[src/multiset_store_top_macros.svh]
// ----------------------------------------------------------------------------
// multiset_store_top_macros.svh
// Assertion macros for the multiset store RTL, used by the sequencer (mss_seq).
// ----------------------------------------------------------------------------
`ifndef MULTISET_STORE_TOP_MACROS_SVH
`define MULTISET_STORE_TOP_MACROS_SVH

// Checked only while out of reset.
`define MSS_ASSERT(label, prop, msg) \
    label: assert property (@(posedge clk) disable iff (!rst_n) (prop)) else $error(msg);

// Checked at every edge, reset included.
`define MSS_ASSERT_ALWAYS(label, prop, msg) \
    label: assert property (@(posedge clk) (prop)) else $error(msg);

`endif

[src/mss_pkg.sv]
// ----------------------------------------------------------------------------
// mss_pkg
// Item types and operation codes for the multiset store.
// ----------------------------------------------------------------------------
`timescale 1ns / 1ps

package mss_pkg;

    localparam int OPCODE_W = 2;
    localparam int VALUE_W  = 32;
    localparam int COUNT_W  = 5;

    localparam logic [OPCODE_W-1:0] OP_ADD    = 2'd0;
    localparam logic [OPCODE_W-1:0] OP_REMOVE = 2'd1;
    localparam logic [OPCODE_W-1:0] OP_QUERY  = 2'd2;
    localparam logic [OPCODE_W-1:0] OP_CLEAR  = 2'd3;

    typedef struct packed {
        logic [OPCODE_W-1:0] opcode;
        logic [VALUE_W-1:0]  entry_value;
    } req_t;

    typedef struct packed {
        logic               done_ok;
        logic [COUNT_W-1:0] occurrences;
        logic               is_present;
        logic [COUNT_W-1:0] stored_count;
        logic               is_empty;
    } rsp_t;

endpackage

[src/mss_store.sv]
// ----------------------------------------------------------------------------
// mss_store
// Entry memory: one write port, one read port with registered read data.
// ----------------------------------------------------------------------------
`timescale 1ns / 1ps

module mss_store #(
    parameter int DEPTH  = 16,
    parameter int WIDTH  = 32,
    parameter int ADDR_W = 4
) (
    input  logic              clk,
    input  logic              we,
    input  logic [ADDR_W-1:0] waddr,
    input  logic [WIDTH-1:0]  wdata,
    input  logic              re,
    input  logic [ADDR_W-1:0] raddr,
    output logic [WIDTH-1:0]  rdata
);

    logic [WIDTH-1:0] mem [DEPTH];
    logic [WIDTH-1:0] rdata_reg;

    always_ff @(posedge clk)
    begin
        if (we)
        begin
            mem[waddr] <= wdata;
        end
    end

    always_ff @(posedge clk)
    begin
        if (re)
        begin
            rdata_reg <= mem[raddr];
        end
    end

    assign rdata = rdata_reg;

endmodule

[src/mss_seq.sv]
// ----------------------------------------------------------------------------
// mss_seq
// Operation sequencer: walks the stored entries through one shared equality
// comparator, tracks the fill count and builds the result.
// ----------------------------------------------------------------------------
`timescale 1ns / 1ps
`include "multiset_store_top_macros.svh"

module mss_seq
    import mss_pkg::*;
#(
    parameter int CAPACITY   = 16,
    parameter int ITEM_WIDTH = 32
) (
    input  logic                 clk,
    input  logic                 rst_n,
    input  logic                 req_valid,
    input  req_t                 req,
    output logic                 ready,
    output logic                 mem_we,
    output logic [((CAPACITY > 1) ? $clog2(CAPACITY) : 1)-1:0] mem_waddr,
    output logic [ITEM_WIDTH-1:0] mem_wdata,
    output logic                 mem_re,
    output logic [((CAPACITY > 1) ? $clog2(CAPACITY) : 1)-1:0] mem_raddr,
    input  logic [ITEM_WIDTH-1:0] mem_rdata,
    output logic                 res_valid,
    output rsp_t                 res,
    input  logic                 res_take
);

    localparam int CNT_W  = $clog2(CAPACITY + 1);
    localparam int IDX_W  = (CAPACITY > 1) ? $clog2(CAPACITY) : 1;
    localparam int WIDE_W = CNT_W + COUNT_W;

    localparam logic [2:0] S_IDLE    = 3'd0;
    localparam logic [2:0] S_SCAN    = 3'd1;
    localparam logic [2:0] S_MOVE_RD = 3'd2;
    localparam logic [2:0] S_MOVE_WR = 3'd3;
    localparam logic [2:0] S_DONE    = 3'd4;

    logic [2:0]            state_reg,   state_next;
    logic [CNT_W-1:0]      fill_reg,    fill_next;
    logic [CNT_W-1:0]      ptr_reg,     ptr_next;
    logic [CNT_W-1:0]      cmp_ptr_reg, cmp_ptr_next;
    logic                  cmp_vld_reg, cmp_vld_next;
    logic [CNT_W-1:0]      occ_reg,     occ_next;
    logic [IDX_W-1:0]      match_reg,   match_next;
    logic                  ok_reg,      ok_next;
    logic [OPCODE_W-1:0]   op_reg,      op_next;
    logic [ITEM_WIDTH-1:0] val_reg,     val_next;

    logic [ITEM_WIDTH+VALUE_W-1:0] val_wide;
    logic [ITEM_WIDTH-1:0]         value_in;
    logic                          hit;
    logic                          last_cmp;
    logic                          issue;
    logic [CNT_W-1:0]              last_idx;
    logic [WIDE_W-1:0]             occ_wide;
    logic [WIDE_W-1:0]             fill_wide;

    assign val_wide = {{ITEM_WIDTH{1'b0}}, req.entry_value};
    assign value_in = val_wide[ITEM_WIDTH-1:0];

    // shared comparator
    assign hit      = (mem_rdata == val_reg);
    assign last_cmp = ((cmp_ptr_reg + CNT_W'(1)) == fill_reg);
    assign issue    = (ptr_reg < fill_reg);
    assign last_idx = fill_reg - CNT_W'(1);

    always_comb
    begin
        state_next   = state_reg;
        fill_next    = fill_reg;
        ptr_next     = ptr_reg;
        cmp_ptr_next = cmp_ptr_reg;
        cmp_vld_next = cmp_vld_reg;
        occ_next     = occ_reg;
        match_next   = match_reg;
        ok_next      = ok_reg;
        op_next      = op_reg;
        val_next     = val_reg;
        mem_we       = 1'b0;
        mem_waddr    = fill_reg[IDX_W-1:0];
        mem_wdata    = value_in;
        mem_re       = 1'b0;
        mem_raddr    = ptr_reg[IDX_W-1:0];
        res_valid    = 1'b0;

        unique case (state_reg)
            S_IDLE:
            begin
                if (req_valid)
                begin
                    op_next      = req.opcode;
                    val_next     = value_in;
                    occ_next     = '0;
                    ok_next      = 1'b1;
                    ptr_next     = '0;
                    cmp_vld_next = 1'b0;
                    state_next   = S_DONE;
                    unique case (req.opcode)
                        OP_ADD:
                        begin
                            if (fill_reg < CNT_W'(CAPACITY))
                            begin
                                mem_we    = 1'b1;
                                fill_next = fill_reg + CNT_W'(1);
                            end
                            else
                            begin
                                ok_next = 1'b0;
                            end
                        end
                        OP_REMOVE:
                        begin
                            if (fill_reg == '0)
                            begin
                                ok_next = 1'b0;
                            end
                            else
                            begin
                                state_next = S_SCAN;
                            end
                        end
                        OP_QUERY:
                        begin
                            if (fill_reg != '0)
                            begin
                                state_next = S_SCAN;
                            end
                        end
                        OP_CLEAR:
                        begin
                            fill_next = '0;
                        end
                        default:
                        begin
                            ok_next = 1'b0;
                        end
                    endcase
                end
            end

            S_SCAN:
            begin
                // read one entry per cycle; compare works on the registered read data
                mem_re       = issue;
                cmp_vld_next = issue;
                cmp_ptr_next = ptr_reg;
                if (issue)
                begin
                    ptr_next = ptr_reg + CNT_W'(1);
                end
                if (cmp_vld_reg)
                begin
                    if (op_reg == OP_REMOVE && hit)
                    begin
                        match_next   = cmp_ptr_reg[IDX_W-1:0];
                        cmp_vld_next = 1'b0;
                        state_next   = S_MOVE_RD;
                    end
                    else
                    begin
                        if (hit)
                        begin
                            occ_next = occ_reg + CNT_W'(1);
                        end
                        if (last_cmp)
                        begin
                            cmp_vld_next = 1'b0;
                            state_next   = S_DONE;
                            if (op_reg == OP_REMOVE)
                            begin
                                ok_next = 1'b0;
                            end
                        end
                    end
                end
            end

            S_MOVE_RD:
            begin
                mem_re     = 1'b1;
                mem_raddr  = last_idx[IDX_W-1:0];
                state_next = S_MOVE_WR;
            end

            S_MOVE_WR:
            begin
                // last entry fills the hole left by the removed one
                mem_we     = 1'b1;
                mem_waddr  = match_reg;
                mem_wdata  = mem_rdata;
                fill_next  = last_idx;
                state_next = S_DONE;
            end

            S_DONE:
            begin
                res_valid = 1'b1;
                if (res_take)
                begin
                    state_next = S_IDLE;
                end
            end

            default:
            begin
                state_next = S_IDLE;
            end
        endcase
    end

    always_ff @(posedge clk or negedge rst_n)
    begin
        if (!rst_n)
        begin
            state_reg   <= S_IDLE;
            fill_reg    <= '0;
            cmp_vld_reg <= 1'b0;
        end
        else
        begin
            state_reg   <= state_next;
            fill_reg    <= fill_next;
            cmp_vld_reg <= cmp_vld_next;
        end
    end

    always_ff @(posedge clk)
    begin
        ptr_reg     <= ptr_next;
        cmp_ptr_reg <= cmp_ptr_next;
        occ_reg     <= occ_next;
        match_reg   <= match_next;
        ok_reg      <= ok_next;
        op_reg      <= op_next;
        val_reg     <= val_next;
    end

    assign ready     = (state_reg == S_IDLE);
    assign occ_wide  = {{COUNT_W{1'b0}}, occ_reg};
    assign fill_wide = {{COUNT_W{1'b0}}, fill_reg};

    always_comb
    begin
        res.done_ok      = ok_reg;
        res.occurrences  = (op_reg == OP_QUERY) ? occ_wide[COUNT_W-1:0] : '0;
        res.is_present   = (op_reg == OP_QUERY) && (occ_reg != '0);
        res.stored_count = fill_wide[COUNT_W-1:0];
        res.is_empty     = (fill_reg == '0);
    end

    `MSS_ASSERT(a_fill_bound, fill_reg <= CNT_W'(CAPACITY), "fill count above capacity")
    `MSS_ASSERT(a_cmp_in_range, cmp_vld_reg |-> (cmp_ptr_reg < fill_reg), "compare past fill count")
    `MSS_ASSERT(a_fill_step, (fill_reg != $past(fill_reg)) |-> ((fill_reg == $past(fill_reg) + CNT_W'(1)) || (fill_reg + CNT_W'(1) == $past(fill_reg)) || (fill_reg == '0)), "fill count jumped")
    `MSS_ASSERT(a_move_write, (state_reg == S_MOVE_RD) |=> (mem_we && (state_reg == S_MOVE_WR)), "remove move lost its write")

endmodule

[src/multiset_store_top.sv]
// ----------------------------------------------------------------------------
// multiset_store_top
// Fixed-capacity multiset (bag) of values with add, remove, query and clear.
// ----------------------------------------------------------------------------
// One item is one operation and gives one result item. Add, clear and any
// operation on an empty bag skip the scan and go from the accept straight
// to the result. On a non-empty bag a query or a remove scans the stored
// entries: a single equality comparator reads the entry memory one entry
// per cycle behind its registered read data, and a remove that hits stops
// the scan and then spends one read and one write moving the last entry
// into the freed slot. The block takes one item at a time and stalls the
// input until the result moves to the output register; a finished result
// waits there while the next item is accepted.
// ----------------------------------------------------------------------------
`timescale 1ns / 1ps

module multiset_store_top
    import mss_pkg::*;
#(
    parameter int CAPACITY   = 16,
    parameter int ITEM_WIDTH = 32
) (
    input  logic clk,
    input  logic rst_n,
    input  logic req_valid,
    output logic req_stall,
    input  req_t req,
    output logic rsp_valid,
    input  logic rsp_stall,
    output rsp_t rsp
);

    localparam int IDX_W = (CAPACITY > 1) ? $clog2(CAPACITY) : 1;

    logic                  ready;
    logic                  mem_we;
    logic [IDX_W-1:0]      mem_waddr;
    logic [ITEM_WIDTH-1:0] mem_wdata;
    logic                  mem_re;
    logic [IDX_W-1:0]      mem_raddr;
    logic [ITEM_WIDTH-1:0] mem_rdata;
    logic                  res_valid;
    rsp_t                  res;
    logic                  res_take;

    logic rsp_valid_reg, rsp_valid_next;
    rsp_t rsp_reg,       rsp_next;

    mss_store #(
        .DEPTH  (CAPACITY),
        .WIDTH  (ITEM_WIDTH),
        .ADDR_W (IDX_W)
    ) u_store (
        .clk   (clk),
        .we    (mem_we),
        .waddr (mem_waddr),
        .wdata (mem_wdata),
        .re    (mem_re),
        .raddr (mem_raddr),
        .rdata (mem_rdata)
    );

    mss_seq #(
        .CAPACITY   (CAPACITY),
        .ITEM_WIDTH (ITEM_WIDTH)
    ) u_seq (
        .clk       (clk),
        .rst_n     (rst_n),
        .req_valid (req_valid),
        .req       (req),
        .ready     (ready),
        .mem_we    (mem_we),
        .mem_waddr (mem_waddr),
        .mem_wdata (mem_wdata),
        .mem_re    (mem_re),
        .mem_raddr (mem_raddr),
        .mem_rdata (mem_rdata),
        .res_valid (res_valid),
        .res       (res),
        .res_take  (res_take)
    );

    // output register frees up when empty or being taken this cycle
    assign res_take = res_valid && (!rsp_valid_reg || !rsp_stall);

    always_comb
    begin
        rsp_valid_next = rsp_valid_reg;
        rsp_next       = rsp_reg;
        if (res_take)
        begin
            rsp_valid_next = 1'b1;
            rsp_next       = res;
        end
        else if (rsp_valid_reg && !rsp_stall)
        begin
            rsp_valid_next = 1'b0;
        end
    end

    always_ff @(posedge clk or negedge rst_n)
    begin
        if (!rst_n)
        begin
            rsp_valid_reg <= 1'b0;
        end
        else
        begin
            rsp_valid_reg <= rsp_valid_next;
        end
    end

    always_ff @(posedge clk)
    begin
        rsp_reg <= rsp_next;
    end

    assign req_stall = !ready;
    assign rsp_valid = rsp_valid_reg;
    assign rsp       = rsp_reg;

endmodule

[config.mk]
export PLATFORM = sky130hd
export DESIGN_NAME = multiset_store_top
export DESIGN_NICKNAME = d
export VERILOG_FILES = /design/src/mss_pkg.sv /design/src/mss_store.sv /design/src/mss_seq.sv /design/src/multiset_store_top.sv
export VERILOG_INCLUDE_DIRS = /design/src /design/src/src
export SDC_FILE = /design/constraint.sdc
export NUM_CORES = 1
export LEC_CHECK = 0
export BUFFER_PORTS_ARGS = -buffer_cell sky130_fd_sc_hd__buf_2
export CAP_MARGIN = 20
export CORE_UTILIZATION = 45
export DETAILED_ROUTE_END_ITERATION = 10
export GPL_ROUTABILITY_DRIVEN = 0
export GPL_TIMING_DRIVEN = 0
export PLACE_DENSITY = 0.58
export SLEW_MARGIN = 20
export SYNTH_ARGS = -nofsm -noshare
export SYNTH_HDL_FRONTEND = slang
export SYNTH_SLANG_ARGS = --single-unit
[constraint.sdc]
create_clock -name clk -period 4.05 [get_ports clk]
set_clock_uncertainty 0.2 [all_clocks]
set_input_delay 0.6075 -clock clk [delete_from_list [all_inputs] [get_ports clk]]
set_output_delay 0.6075 -clock clk [all_outputs]
set_load 0.01 [all_outputs]
==> results of run 1 <==
[final cells by class]
cell class	instances	area (sq um)	share of cell area
Sequential cell	621	18600	0.634
Multi-Input combinational cell	877	6440	0.219
Clock buffer	83	1760	0.0599
Timing Repair Buffer	89	966	0.0329
Tap cell	748	936	0.0319
Buffer	86	365	0.0125
Clock inverter	34	225	0.00768
Inverter	15	56.3	0.00192
[synthesized netlist by cell type (all sizes together) (2+ instances only)]
| library cell | instances | area [sq um] |
|---|---|---|
| edfxtp | 611 | 18300 |
| clkbuf | 46 | 174 |
| ha | 15 | 188 |
| o211ai | 128 | 961 |
| a32oi | 2 | 17.5 |
| o21a | 2 | 15.0 |
| nand2 | 239 | 897 |
| nor2 | 47 | 176 |
| and3 | 4 | 25.0 |
| o21ai | 15 | 75.1 |
| buf | 40 | 191 |
| mux2 | 128 | 1440 |
| nor3 | 9 | 45.0 |
| nand3 | 9 | 45.0 |
| inv | 15 | 56.3 |
| nand4 | 36 | 225 |
| a31o | 2 | 17.5 |
| nor3b | 3 | 27.5 |
| a22o | 2 | 17.5 |
| a21oi | 13 | 68.8 |
| and2 | 6 | 37.5 |
| xor2 | 38 | 333 |
| xnor2 | 7 | 61.3 |
| a31oi | 8 | 50.1 |
| a21boi | 2 | 15.0 |
| mux2i | 129 | 1290 |
| nand2b | 4 | 25.0 |
| a21o | 2 | 15.0 |
| nor4 | 9 | 56.3 |
| nor2b | 2 | 12.5 |
| dfrtp | 10 | 250 |
[cell usage in the layout, fill, tap and decap left out, drive strengths merged, types with 9 or more instances in the layout]
cell,count
o21ai,15
mux2,128
ha,15
a21oi,13
nand2,239
buf,115
dlygate4sd3,14
o211ai,128
nor2,47
mux2i,129
edfxtp,611
clkbuf,129
clkinv,25
xor2,38
inv,20
dfrtp,10
nor4,9
nor3,9
nand4,36
nand3,9
[cells by family after synthesis]
group,Yosys count,synth area share
flops,621,0.734
simple gates,373,0.0639
mux,257,0.108
compound gates,187,0.0540
buf+inv,101,0.0167
xor+xnor,45,0.0156
fa+ha+maj,15,0.00741
[timing repair]
item	4_1_cts	5_1_grt
endpoints found under the hold margin	22	1
resized for setup	0	1
setup endpoints to repair	0	1
hold buffers	13	1
[final timing paths]
check                                                from  slack [ps]                            end  cells past startpoint
setup / recovery           u_seq.state_reg[2]$_DFFE_PN0P_         260     u_store.rdata[3]$_DFFE_PP_                      8
setup reg to reg           u_seq.state_reg[2]$_DFFE_PN0P_         260     u_store.rdata[3]$_DFFE_PP_                      8
min in group asynchronous                           rst_n         220  u_seq.fill_reg[4]$_DFFE_PN0P_                      2
hold reg to reg                u_seq.ok_reg$_SDFFCE_PP0P_         220              rsp[12]$_DFFE_PP_                      0
max in group asynchronous                           rst_n        3230  u_seq.fill_reg[1]$_DFFE_PN0P_                      2
hold / removal                                     req[8]          20     u_seq.val_reg[8]$_DFFE_PP_                      1
[report_power, final]
group          leakage (nW)  switching (mW)  internal (mW)  total, mW
registers              5.65           0.248           7.60       7.85
clock network         0.964            2.48           3.16       5.64
logic                  3.36            3.52           1.71       5.23
[routing by layer]
metal  part of all wire  wire (um)  vias up
li1                   -          -     6462
met1               0.44      28700     7248
met2               0.48      31700      460
met3              0.054       3520      103
met4              0.024       1570        0
met5                  0          0        -
==> results.ini, run 1 <==
[grt]
grt_antenna_before_repair = 0
use_met3 = 0.0433
gr-total-overflow = 0
grtUsageMet1 = 0.320
grt_use_met2 = 0.386
grt_pass1_vias = 14300
grtUsageTotal = 0.234
grt_max_degree = 33
globalRoute.busiestLayer = met2
grt_pass1_wl_um = 95400

[clock_network]
cts_made_buffers = 67
cts_root_buf = clkbuf_16
htree_levels = 3
clk_pin_slew_ps = 60
cts_tree = yes
cts_sinks = 621
clkLatencyLatePin_ps = 610
clk_path_buf_depth = 3
cts_setup_buffers = 0

[final_layout]
fill_cells = 4573
utilization = 0.530
fin_area_sq_um = 29300
instances_no_fill = 2553
drive_above_1_share = 0.167
finalNetCount = 1810
syn2layout_area_growth_pct = 15.9
largest_reg_flops = 512
n_antenna_cell = 0

[sta]
slew_viol_final = 0
slew_headroom = 0.270
finalSetupTns_ps = 0
rsz0062_at_grt = false
finalSetupViolCount = 0
period_share = 0.935
fin_ws_ps = 263
fmax_ghz = 0.264
tightest_slew_ps = 1090
timing.final.crit_period_ps = 3790
whs_ps = 18.0
final_hold_viol_count = 0

[die]
rows = 86
initial_utilization = 0.458
dieHeight_um = 239
ios = 53
die_w_um = 239
die_area_sq_um = 57200
core_area_sq_um = 55300

[synthesis]
synth_area_sq_um = 25300
synth_seq_area_share = 0.734
syn-instance-count = 1599
synth_edf_count = 611
syn-num-nets = 1652
async_reset_ff_frac = 0.0161
synth-seq-cells = 621
yosys_warnings = 0
syn_area_per_cell_sq_um = 15.8
synthFlopType = edfxtp_1
ys_types = 54

[detailed_routing]
vias = 14300
routed_wl_um = 65600
drt-pass1-iter-count = 5
viasPerCell = 5.59
ant_nets = 0
detail_route.wl_per_cell_um = 25.7
drt_iter0_markers = 1311
post-route-drc-count = 0

[setup_path]
path_buf_inv = 3
cp.required_ps = 4160
crit_type = reg -> reg
path_max_fanout = 10
path_cells = clkbuf_2, nor3b_2, mux2i_2, clkbuf_1, buf_2, mux2_2, o211ai_1, nand4_1
worst_path_largest_cell_delay_ps = 580
setup.worst_path.start_class = flop
critical-path-top-delay-family = buffers and inverters
cp-end-kind = flop
arrival_ps = 3900
crit_slowest_cell = mux2i_2

[placed_design]
dp.cells = 2422
port_buffers = 52
hpwl_um = 42900
place_area_sq_um = 27200
dp_slack_ps = 203

[power]
ir_worst_vdd_mv = 0.399
p_leak_nw = 9.97
power.total_mw = 18.7
powerDensity_nw_per_um2 = 638

[min_path]
hold_class = in -> reg

[run_status]
status = complete, no violations

[run]
drv_cap = 0

Power figures use the tool's default switching activity.
==> run 2: changes to the inputs <==
--- a/config.mk
+++ b/config.mk
@@ -8,10 +8,12 @@
 export LEC_CHECK = 0
 export BUFFER_PORTS_ARGS = -buffer_cell sky130_fd_sc_hd__buf_2
 export CAP_MARGIN = 20
+export CORE_MARGIN = 5
 export CORE_UTILIZATION = 45
 export DETAILED_ROUTE_END_ITERATION = 10
 export GPL_ROUTABILITY_DRIVEN = 0
 export GPL_TIMING_DRIVEN = 0
+export MAX_ROUTING_LAYER = met4
 export PLACE_DENSITY = 0.58
 export SLEW_MARGIN = 20
 export SYNTH_ARGS = -nofsm -noshare
==> constraint.sdc (replaced) <==
create_clock -name clk -period 4.8 [get_ports clk]
set_clock_uncertainty 0.2 [all_clocks]
set_input_delay 0.72 -clock clk [delete_from_list [all_inputs] [get_ports clk]]
set_output_delay 0.72 -clock clk [all_outputs]
set_load 0.01 [all_outputs]
==> run 2 against run 1 <==
  * Final cell count rose by 0.24%
  * Register-to-register slack improved by 670 ps
  * Clock-buffer cell count rose by 6
  * Setup slack improved by 670 ps
  * Clock power fell by 12%
  * Critical path depth did not move
  * Largest cell class unchanged
==> results.ini, run 2 (synthesis gave the netlist of run 1 again) <==
[run_status]
status = complete, no violations  ; unchanged

[sta]
finalSetupViolCount = 0  ; unchanged
tightest_slew_ps = 1090  ; about the same
slew_headroom = 0.269  ; was 0.270
rsz0062_at_grt = false  ; unchanged
whs_ps = 115  ; was 18.0 ps
finalSetupTns_ps = 0  ; unchanged
slew_viol_final = 0  ; unchanged
final_hold_viol_count = 0  ; unchanged
timing.final.crit_period_ps = 3870  ; was 3790 ps
fin_ws_ps = 929  ; was 263 ps
period_share = 0.806  ; was 0.935
fmax_ghz = 0.258  ; was 0.264 GHz

[grt]
grt_antenna_before_repair = 0  ; unchanged
gr-total-overflow = 0  ; unchanged
grt_pass1_wl_um = 96000  ; was 95400 um
grt_pass1_vias = 14400  ; was 14300
grt_max_degree = 20  ; was 33
grtUsageTotal = 0.222  ; was 0.234

[placed_design]
hpwl_um = 43400  ; was 42900 um
port_buffers = 52  ; unchanged
dp.cells = 2436  ; was 2422
dp_slack_ps = 1020  ; was 203 ps

[detailed_routing]
ant_nets = 0  ; unchanged
viasPerCell = 5.59  ; about the same
drt-pass1-iter-count = 5  ; unchanged
drt_iter0_markers = 1137  ; was 1311
routed_wl_um = 65600  ; about the same
post-route-drc-count = 0  ; unchanged
detail_route.wl_per_cell_um = 25.6  ; was 25.7 um
vias = 14300  ; about the same

[final_layout]
fill_cells = 4617  ; was 4573
instances_no_fill = 2559  ; was 2553
n_antenna_cell = 0  ; unchanged
final_cell_mix = edfxtp_1 (611), nand2_1 (239), mux2i_1 (129), o211ai_1 (128), buf_2 (82)  ; was edfxtp_1 (611), nand2_1 (239), o211ai_1 (128), mux2i_1 (128), buf_2 (82)
finalNetCount = 1804  ; was 1810
syn2layout_area_growth_pct = 16.4  ; was 15.9%
drive_above_1_share = 0.172  ; was 0.167
largest_reg_flops = 512  ; unchanged
layout_commonest_cell = edfxtp_1  ; unchanged

[power]
p_comb_frac = 0.277  ; was 0.279
swShare = 0.329  ; was 0.334
powerDensity_nw_per_um2 = 545  ; was 638 nW/um^2
ir_worst_vdd_mv = 0.308  ; was 0.399 mV
internal_power_mw = 10.8  ; was 12.5 mW
power_switching_mw = 5.29  ; was 6.24 mW
p_leak_nw = 10.1  ; was 9.97 nW
seqPwrFrac = 0.412  ; was 0.420
clock_power_share = 0.311  ; was 0.301

[clock_network]
clkLatencyLatePin_ps = 610  ; about the same
cts_sinks = 621  ; unchanged
postCtsHoldBufs = 1  ; was 13
cts_setup_buffers = 0  ; unchanged
clk_path_buf_depth = 3  ; unchanged
cts_resized = 0  ; unchanged
clk_pin_slew_ps = 60  ; about the same
cts_root_buf = clkbuf_16  ; unchanged
cts_made_buffers = 68  ; was 67
cts_tree = yes  ; unchanged
htree_levels = 3  ; unchanged

[die]
die_w_um = 247  ; was 239 um
ios = 53  ; unchanged
dieHeight_um = 247  ; was 239 um
die_area_sq_um = 61100  ; was 57200 sq um
rows = 87  ; was 86
core_area_sq_um = 56100  ; was 55300 sq um
initial_utilization = 0.452  ; was 0.458

[setup_path]
path_max_fanout = 10  ; unchanged
path_cells = clkbuf_2, nor3b_2, mux2i_1, clkbuf_1, buf_2, mux2_2, o211ai_1, nand4_1  ; was clkbuf_2, nor3b_2, mux2i_2, clkbuf_1, buf_2, mux2_2, o211ai_1, nand4_1
ff2ff_setup_slack_ps = 930  ; was 260 ps
worst_path_largest_cell_delay_ps = 710  ; was 580 ps
setup.worst_path.start_class = flop  ; unchanged
crit_slowest_cell = mux2i_1  ; was mux2i_2
arrival_ps = 3990  ; was 3900 ps
cp-end-kind = flop  ; unchanged
cp.required_ps = 4920  ; was 4160 ps
crit_type = reg -> reg  ; unchanged

[min_path]
hold_class = in -> reg  ; unchanged

[run]
drv_cap = 0  ; unchanged

run 2: cell types whose count changed in the layout (fill, tap and decap cells not counted), moves of 4 or more:
cell / delta
dlygate4sd3_1: -13
buf_16: +5
buf_12: -4
buf_8: +4
clkbuf_16: +4
run 2: worst paths after layout:
| kind | startpoint | endpoint | depth (start not counted) |
|---|---|---|---|
| min reg2reg | u_seq.ok_reg$_SDFFCE_PP0P_ | rsp[12]$_DFFE_PP_ | 0 |
| max reg2reg | u_seq.state_reg[2]$_DFFE_PN0P_ | u_store.rdata[3]$_DFFE_PP_ | 8 |
| max | u_seq.state_reg[2]$_DFFE_PN0P_ | u_store.rdata[3]$_DFFE_PP_ | 8 |
| min | req[17] | u_seq.val_reg[17]$_DFFE_PP_ | 1 |
| min in group asynchronous | rst_n | u_seq.fill_reg[0]$_DFFE_PN0P_ | 2 |
| max in group asynchronous | rst_n | rsp_valid$_DFFE_PN0P_ | 2 |
run 2: power by group through the flow:
stage	logic (mW)	clock network [mW]	registers (mW)
6_report	4.45	4.99	6.62
5_1_grt	4.79	5.31	6.65
4_1_cts	4.50	5.08	6.62
3_5_place_dp	4.47	0	6.73
3_3_place_gp	4.35	0	6.74
2_1_floorplan	2.80	0	6.66
run 2: stage by stage:
stage,instance area [sq um],util,power [mW]
final,29500,0.526,16.1
after global placement,26500,0.473,11.1
after global routing,29500,0.526,16.7
after CTS,29500,0.526,16.2
after detailed placement,27300,0.488,11.2
after floorplan,25300,-,9.46
run 2: final cells by class:
cell class | instances | area [sq um] | area share
plain buffers | 86 | 365 | 0.0124
flip-flops and latches | 621 | 18600 | 0.631
multi-input cells | 877 | 6420 | 0.218
inverters | 15 | 56.3 | 0.00191
clock inverters | 33 | 259 | 0.00879
well taps | 756 | 946 | 0.0321
clock buffers | 89 | 1870 | 0.0633
repair buffers | 82 | 961 | 0.0326
run 2: metal layers:
layer / part of all wire / track usage / up-vias
li1: - / - / 6452
met1: 0.44 / 0.301 / 7243
met2: 0.47 / 0.352 / 463
met3: 0.056 / 0.0334 / 145
met4: 0.032 / 0.0687 / 0
met5: 0 / - / -
run 2: worst max-delay path: cells and delay by family (launching register included):
family	cells	cell delay (ps)
AOI/OAI and AO/OA	1	370
muxes	2	1110
buffers and inverters	3	1170
and+or+nand+nor	2	380
DFF	1	350
==> run 3: changes to the inputs <==
--- a/config.mk
+++ b/config.mk
@@ -6,6 +6,7 @@
 export SDC_FILE = /design/constraint.sdc
 export NUM_CORES = 1
 export LEC_CHECK = 0
+export ABC_AREA = 1
 export BUFFER_PORTS_ARGS = -buffer_cell sky130_fd_sc_hd__buf_2
 export CAP_MARGIN = 20
 export CORE_MARGIN = 5
==> constraint.sdc (replaced) <==
create_clock -name clk -period 3.7 [get_ports clk]
set_clock_uncertainty 0.2 [all_clocks]
set_input_delay 0.555 -clock clk [delete_from_list [all_inputs] [get_ports clk]]
set_output_delay 0.555 -clock clk [all_outputs]
set_load 0.01 [all_outputs]
==> run 3 against run 2 <==
  * Routed wire length is 19% higher
  * Total power is 26% higher
  * Die area is 1.2% higher
  * Critical path depth is 2 higher
  * Worst hold slack better by 53 ps
  * Register-to-register slack worse by 720 ps
  * Final area is 2.2% higher
  * Via count is 20% higher
  * Synthesized cell count is 28% higher
  * Sequential power is 28% higher
  * Critical endpoint is now u_store.mem[8][23]$_DFFE_PP_
  * Largest cell class unchanged
==> results.ini, run 3 <==
[setup_path]
worst_path_largest_cell_delay_ps = 710  ; about the same
crit_type = reg -> reg  ; unchanged
cp.required_ps = 3810  ; was 4920 ps
path_cells = inv_1, nor3_4, inv_2, buf_2, nand2_1, o21ai_1, inv_2, nand2_1, nor2_4, buf_16  ; was clkbuf_2, nor3b_2, mux2i_1, clkbuf_1, buf_2, mux2_2, o211ai_1, nand4_1
crit_slowest_cell = nor2_4  ; was mux2i_1
critical-path-top-delay-family = simple AND/OR/NAND/NOR gates  ; was buffers and inverters
setup.worst_path.start_class = flop  ; unchanged
path_max_fanout = 18  ; was 10
arrival_ps = 3600  ; was 3990 ps
cp-end-kind = flop  ; unchanged
path_buf_inv = 5  ; was 3

[synthesis]
synth_top_cell_by_area = edfxtp_1  ; unchanged
synth_commonest_cells = edfxtp_1 (611), nor2_1 (313), nand2_1 (260)  ; was edfxtp_1 (611), nand2_1 (239), mux2i_1 (129)
syn-instance-count = 2040  ; was 1599
synth_seq_area_share = 0.725  ; was 0.734
syn-num-nets = 2093  ; was 1652
synth_area_sq_um = 25700  ; was 25300 sq um
syn_area_per_cell_sq_um = 12.6  ; was 15.8 sq um
synth.top_cell.area_share = 0.715  ; was 0.725
synth_edf_count = 611  ; unchanged
yosysMostFrequentCell = edfxtp_1  ; unchanged
synthFlopType = edfxtp_1  ; unchanged
yosys_warnings = 0  ; unchanged
ys_types = 38  ; was 54
synthTopCellsByArea = edfxtp_1 (72%), o211ai_1 (4.9%), nor2_1 (4.6%)  ; was edfxtp_1 (72%), mux2i_1 (5.1%), o211ai_1 (3.8%)
synth-seq-cells = 621  ; unchanged
async_reset_ff_frac = 0.0161  ; unchanged

[detailed_routing]
ant_nets = 0  ; unchanged
drt-pass1-iter-count = 5  ; unchanged
routed_wl_um = 78200  ; was 65600 um
drt_iter0_markers = 2238  ; was 1137
post-route-drc-count = 0  ; unchanged
vias = 17200  ; was 14300
viasPerCell = 5.67  ; was 5.59
detail_route.wl_per_cell_um = 25.8  ; was 25.6 um

[placed_design]
dp.cells = 2877  ; was 2436
port_buffers = 52  ; unchanged
dp_slack_ps = 188  ; was 1020 ps
hpwl_um = 53000  ; was 43400 um

[power]
powerDensity_nw_per_um2 = 673  ; was 545 nW/um^2
p_leak_nw = 10.6  ; was 10.1 nW
ir_worst_vdd_mv = 0.389  ; was 0.308 mV

[run_status]
status = complete, no violations  ; unchanged

[die]
die_w_um = 249  ; was 247 um
dieHeight_um = 249  ; was 247 um
ios = 53  ; unchanged
core_area_sq_um = 56400  ; was 56100 sq um
initial_utilization = 0.455  ; was 0.452
die_area_sq_um = 61900  ; was 61100 sq um
rows = 87  ; unchanged

[final_layout]
syn2layout_area_growth_pct = 17.5  ; was 16.4%
layout_commonest_cell = edfxtp_1  ; unchanged
drive_above_1_share = 0.142  ; was 0.172
fill_cells = 4819  ; was 4617
largest_reg_flops = 512  ; unchanged
n_antenna_cell = 0  ; unchanged
finalNetCount = 2280  ; was 1804
final_cell_mix = edfxtp_1 (611), nor2_1 (297), nand2_1 (259), o211ai_1 (167), o21ai_0 (139)  ; was edfxtp_1 (611), nand2_1 (239), mux2i_1 (129), o211ai_1 (128), buf_2 (82)
instances_no_fill = 3035  ; was 2559

[sta]
period_share = 0.943  ; was 0.806
finalSetupTns_ps = 0  ; unchanged
fmax_ghz = 0.286  ; was 0.258 GHz
slew_viol_final = 0  ; unchanged
tightest_slew_ps = 1150  ; was 1090 ps
rsz0062_at_grt = false  ; unchanged
whs_ps = 169  ; was 115 ps
fin_ws_ps = 209  ; was 929 ps
timing.final.crit_period_ps = 3490  ; was 3870 ps
final_hold_viol_count = 0  ; unchanged
finalSetupViolCount = 0  ; unchanged
slew_headroom = 0.235  ; was 0.269

[grt]
grt_pass1_wl_um = 112000  ; was 96000 um
grt_max_degree = 25  ; was 20
grt_antenna_before_repair = 0  ; unchanged
grtUsageTotal = 0.255  ; was 0.222
grt_pass1_vias = 16200  ; was 14400
gr-total-overflow = 0  ; unchanged

[clock_network]
cts_tree = yes  ; unchanged
postCtsHoldBufs = 36  ; was 1
cts_resized = 0  ; unchanged
cts_made_buffers = 68  ; unchanged
cts_root_buf = clkbuf_16  ; unchanged
clk_path_buf_depth = 3  ; unchanged
clk_pin_slew_ps = 60  ; about the same
htree_levels = 3  ; unchanged
cts_setup_buffers = 0  ; unchanged
cts_sinks = 621  ; unchanged
clkLatencyLatePin_ps = 620  ; was 610 ps

[run]
drv_cap = 0  ; unchanged

[min_path]
hold_class = in -> async  ; was in -> reg

## run 3: cell types whose count changed after synthesis, moves of 38 or more
cell / change
o211ai_1: +39
mux2_1: -48
o21ai_0: +136
mux2i_1: -129
nand3_1: +91
mux2_2: -80
o21ai_1: +96
inv_1: +104
nor2_1: +266
buf_2: +38
## run 3: final timing paths
kind                                                       to  slack (ps)                           start  cells after the start
worst max register to register   u_store.mem[8][23]$_DFFE_PP_         210  u_seq.state_reg[1]$_DFFE_PN0P_                     10
min in group clk                            rsp[12]$_DFFE_PP_         260      u_seq.ok_reg$_SDFFCE_PP0P_                      0
worst max-delay path             u_store.mem[8][23]$_DFFE_PP_         210  u_seq.state_reg[1]$_DFFE_PN0P_                     10
max in group asynchronous       u_seq.fill_reg[3]$_DFFE_PN0P_        2920                           rst_n                      2
worst min register to register              rsp[12]$_DFFE_PP_         260      u_seq.ok_reg$_SDFFCE_PP0P_                      0
worst min-delay path            u_seq.fill_reg[2]$_DFFE_PN0P_         170                           rst_n                      2
## run 3: per-layer routing
metal  global-route usage  up-vias  wire, um  part of all wire
met5                    -        -         0                 0
met4               0.0851        0      2900             0.037
met3               0.0441      160      6940             0.089
met2                0.377      870     34900              0.45
met1                0.364     8479     33400              0.43
li1                     -     7704         -                 -
## run 3: power breakdown
| part | internal (mW) | switching, mW | total, mW |
|---|---|---|---|
| registers | 8.26 | 0.210 | 8.47 |
| clock network | 3.92 | 2.75 | 6.67 |
| logic | 1.46 | 3.68 | 5.14 |
| total | 13.6 | 6.64 | 20.3 |
## run 3: logic make-up (layout without fill, tap and decap cells)
| family | after synthesis | in the layout | share of synthesized area |
|---|---|---|---|
| adders and majority gates | 15 | 15 | 0.00732 |
| buffers and inverters | 245 | 484 | 0.0453 |
| xor gates and xnor gates | 33 | 33 | 0.0113 |
| DFF | 621 | 621 | 0.725 |
| AOI/OAI and AO/OA | 438 | 438 | 0.104 |
| and+or+nand+nor | 688 | 688 | 0.107 |
## run 3: through the flow
step | utilization | total power, mW | area [sq um]
floorplan | - | 11.5 | 25700
finish | 0.534 | 20.3 | 30100
global route | 0.534 | 21.1 | 30100
detailed placement | 0.489 | 13.7 | 27600
CTS | 0.534 | 20.3 | 30100
global placement | 0.477 | 13.5 | 26900
## run 3: worst register-to-register path, stage by stage, from the launching register on
cell     delay, ps
dfrtp_1        400
inv_1           90
nor3_4         590
inv_2          190
buf_2          260
nand2_1         80
o21ai_1        120
inv_2           80
nand2_1        220
nor2_4         710
buf_16         250
## run 3: cell type report
class	count	area [sq um]	share of cell area
flip-flops and latches	621	18600	0.617
multi-input cells	1174	6040	0.201
clock buffers	80	1810	0.0601
repair buffers	117	1200	0.0399
well taps	756	946	0.0314
plain buffers	113	669	0.0222
inverters	132	495	0.0164
clock inverters	42	368	0.0122
